===== src/rtl/core/lpht_ram.sv =====
// ----------------------------------------------------------------------------
// lpht_ram
// Generic simple dual-port RAM: one write port, one read port with a
// registered read.
// ----------------------------------------------------------------------------
module lpht_ram #(
    parameter int WIDTH = 8,
    parameter int DEPTH = 256
) (
    input  logic                     clk,
    input  logic                     wr_en,
    input  logic [$clog2(DEPTH)-1:0] wr_addr,
    input  logic [WIDTH-1:0]         wr_data,
    input  logic                     rd_en,
    input  logic [$clog2(DEPTH)-1:0] rd_addr,
    output logic [WIDTH-1:0]         rd_data
);

    logic [WIDTH-1:0] mem_reg [DEPTH];
    logic [WIDTH-1:0] rd_data_reg;

    always_ff @(posedge clk) begin
        if (wr_en) begin
            mem_reg[wr_addr] <= wr_data;
        end
        if (rd_en) begin
            rd_data_reg <= mem_reg[rd_addr];
        end
    end

    assign rd_data = rd_data_reg;

endmodule


===== config.mk =====
export PLATFORM = sky130hd
export DESIGN_NAME = lpht_ram
export DESIGN_NICKNAME = d
export VERILOG_FILES = /design/src/rtl/core/lpht_ram.sv
export SDC_FILE = /design/constraint.sdc
export NUM_CORES = 2
export LEC_CHECK = 0
export BUFFER_PORTS_ARGS = -buffer_cell sky130_fd_sc_hd__buf_2
export CAP_MARGIN = 10
export CORE_MARGIN = 2
export CORE_UTILIZATION = 34
export CTS_CLUSTER_DIAMETER = 150
export CTS_CLUSTER_SIZE = 40
export DETAILED_ROUTE_END_ITERATION = 8
export PLACE_DENSITY_LB_ADDON = 0.1
export SETUP_SLACK_MARGIN = 0.3
export SLEW_MARGIN = 20
export SYNTH_ARGS = -nofsm -noshare
export SYNTH_HDL_FRONTEND = slang
export SYNTH_SLANG_ARGS = --single-unit

===== constraint.sdc =====
create_clock -name clk -period 6.9 [get_ports clk]
set_input_delay 1.035 -clock clk [delete_from_list [all_inputs] [get_ports clk]]
set_output_delay 1.035 -clock clk [all_outputs]
set_load 0.03 [all_outputs]

After elaboration in Yosys (flattened, before gate mapping)
Memory sizes are Yosys's and may differ from the RTL's. A register that Yosys moved wholly into a read port is not among the register bits.
Cells that the tools add are included.
Widths: inputs -> output; s select.
{"block": "word_totals", "regBits": 0, "mem_bits_rw": 2048, "in_bits": 27, "n_memories": 1}
{"block": "op_classes", "n_mux": 2}
{"name": "mem_reg", "words": 256, "width": 8, "read_ports": 1, "rd_ports_with_merged_regs": 1, "write_ports": 1, "line": "19", "source": "logic [WIDTH-1:0] mem_reg [DEPTH];"}
{"operator": "$mux 1", "count": 2}

Logic depth before layout (Yosys ltp)
{"block": "depth", "depth_word": 2, "mapped_depth": 11, "mapped_depth_nobuf": 6}

Worst setup path after synthesis
OpenSTA, ideal clock, no wires.
{"block": "synth_path", "path_kind": "input-to-reg", "startpoint": "input port rd_addr[0]", "endpoint": "register rd_data_reg[2], in the netlist rd_data[2] (read register of mem_reg) (data pin)", "setup_ns": 0.269, "arrival_ns": 2.842, "slack_ns": 3.789, "cell_stages": 9, "n_path_buf": 4, "path_cell_list": "buf_6 buf_12 buf_8 buf_2 mux4_2 a22oi_1 a21oi_1 nor4_1 nor4_2"}
{"element": "start: declaration", "line": "15", "source": "input logic [$clog2(DEPTH)-1:0] rd_addr,"}
{"element": "end: declaration", "line": "20", "source": "logic [WIDTH-1:0] rd_data_reg;"}

==> key figures <==
Timing
  – Min Hold Slack: 0.642 ns
  – Max Fclk: 0.235 GHz
  – Setup TNS: 0 ns
  – Max_slew headroom: 12.0%
  – RSZ-0062 raised after global routing: no
  – Worst-Margin Slew: 1.31 ns
  – Final setup viols: 0
  – Setup WS post-layout: 2.65 ns
  – Final min period: 4.25 ns
  – Tcrit/Tclk final: 61.6%
  – Max-slew violation count: 0
  – Final hold vios: 0
  – Worst Clk Skew: 0.0395 ns

Clocking
  – Skew-Pair Late Insertion Delay: 0.81 ns
  – Clock transition at path regs: 0.15 ns
  – Cts hold-fix bufs: 0
  – CTS tree: yes
  – Total CTS buffers: 57
  – Clock Root Buffer: clkbuf_16
  – CTS Sinks: 2056
  – Setup bufs post-CTS: 0
  – Clock Tree Buf Depth: 3
  – Post-CTS sizing: 0
  – Htree depth: 2

Synthesis
  – Top cells by area, synth: edfxtp_1 (78%), mux4_2 (13%), mux2i_1 (1.7%)
  – Synth top area share: 77.5%
  – Top_reg_cell synth: edfxtp_1
  – Area of the mapped netlist: 79600 um2
  – Syn Area/Cell: 21.3 um2
  – Post-synth EDFFs: 2056
  – Fraction of registers with async set/reset: 0%
  – Sequential-to-total area share from yosys stat: 77.5%
  – Flop and latch count out of synthesis: 2056
  – Yosys top cell by area: edfxtp_1
  – Unique masters post-synth: 54
  – Synth warn: 0
  – Net Count, Synth: 3760
  – Syn Inst Count: 3733

Global route
  – Via count of the first global-routing pass: 37598
  – First-pass GRT wire length: 312000 um
  – GR Overflow Total: 0
  – GRT Overall Usage: 18.6%
  – Initial antenna violation count: 23
  – Largest net degree at the start of global routing: 177

Critical path
  – CP max stage cell: a211oi_1
  – Critical path data required time: 7.43 ns
  – Crit path DAT: 4.78 ns
  – Critical-path cell list: buf_8 > buf_12 > mux4_2 > a22o_1 > a221oi_1 > o221ai_1 > a211oi_1 > nor4_1
  – Crit path max-delay family: compound AO/OA/AOI/OAI gates
  – Worst Setup SP: rd_addr[0]
  – CP bufs+invs: 2
  – Worst-path fanout max: 62
  – Setup crit end kind: flip-flop
  – R2r startpoint: mem_reg[35][5]
  – Peak per-stage delay on the critical path: 1.05 ns
  – Crit Path Category: in -> reg
  – Setup crit start kind: input pin

Routing
  – Post-DR wirelength/cell: 32.7 um
  – DRC viols: 0
  – Vias/cell: 5.39
  – Violation count after the first detailed-route iteration: 3776
  – Final ANT Viol Nets: 0
  – TritonRoute pass-1 iters: 5
  – Via count: 36865
  – Total routed wirelength: 224000 um

Floorplanning
  – I/O pin count: 35
  – Core Region: 233000 um2
  – Chip height: 488 um
  – Initial Util: 34.2%
  – Die footprint: 238000 um2
  – Row cnt: 177
  – Die width: 488 um

Cells and area
  – Layout Cells excl Fill: 6845
  – Layout cells sized above 1: 18.8%
  – Final core utilization: 36.6%
  – Area Overhead vs Synth: 6.85%
  – Commonest cells after routing, fill and taps aside: edfxtp_1 (2056), mux4_2 (454), nor2_1 (278)
  – Final nets: 3723
  – Most common cell after layout, fill and taps aside: edfxtp_1
  – Max reg flops: 2048
  – Final instance area: 85100 um2

Pwr
  – P_leak: 24.8 nW
  – Power Total: 20.3 mW
  – Peak supply drop: 0.000221 V
  – Pwr dens: 238 nW/um2

Hold path
  – HP Start: wr_data[4]
  – Worst Hold Class: in -> reg

Placed design
  – Pre-CTS setup slack: 1.70 ns
  – Routability congestion estimate: 0.797
  – Hpwl dp: 137000 um
  – DP Area: 83600 um2
  – I/O Buffers: 34
  – Placed insts: 6769

Flow run
  – Total of max-cap violations: 0

Run status
  – Status: finished, final reports clean
-- Yosys cell counts (all sizes together) (12+ instances only) --
library cell,number
o21ai,12
clkbuf,111
nand3,34
a211oi,16
nor3,22
nand2,33
a221oi,14
a22oi,133
buf,122
o22ai,28
edfxtp,2056
mux2i,134
nor2b,31
a21oi,96
nor2,282
nor4,27
o221ai,47
mux4,456
-- final timing paths --
check,to,slack [ns],depth (start not counted)
setup / recovery,rd_data[5],2.65,8
hold / removal,mem_reg[71][4],0.64,1
setup reg to reg,rd_data[5],3.85,6
hold reg to reg,rd_data[7],1.16,5
-- power breakdown --
part	switching, mW	internal (mW)	total [mW]	leakage, nW
clock network	3.64	1.54	5.18	0.738
registers	0.0209	13.8	13.8	18.5
logic	0.880	0.415	1.30	5.57
-- routing by layer --
metal,part of all wire (%),up-vias,track usage (%)
li1,-,15434,-
met3,3.6,137,1.79
met4,1.9,0,3.41
met1,46,20555,27.0
met5,0,-,0
met2,49,739,30.8
-- cells by family after synthesis --
group	Yosys count	synth area share, %
mux	591	14.6
compound gates	385	3.42
simple gates	466	2.63
buf+inv	235	1.83
flops	2056	77.5
-- worst reg2reg max path, stage by stage, from the launching register on --
cell	delay (ns)
edfxtp_1	0.40
mux4_2	0.44
nand2b_1	0.15
a311oi_1	0.40
o221ai_1	0.21
a211oi_1	1.05
nor4_1	0.12
-- area by class of cell --
type	count	area, um2
inverters	2	7.51
repair buffers	137	1280
multi-input cells	1442	16600
clock buffers	59	1460
clock inverters	4	46.3
flip-flops and latches	2056	61700
well taps	3132	3920
diodes	13	32.5
fillers	21291	148000
No activity file was read; power rests on OpenSTA's default activity.
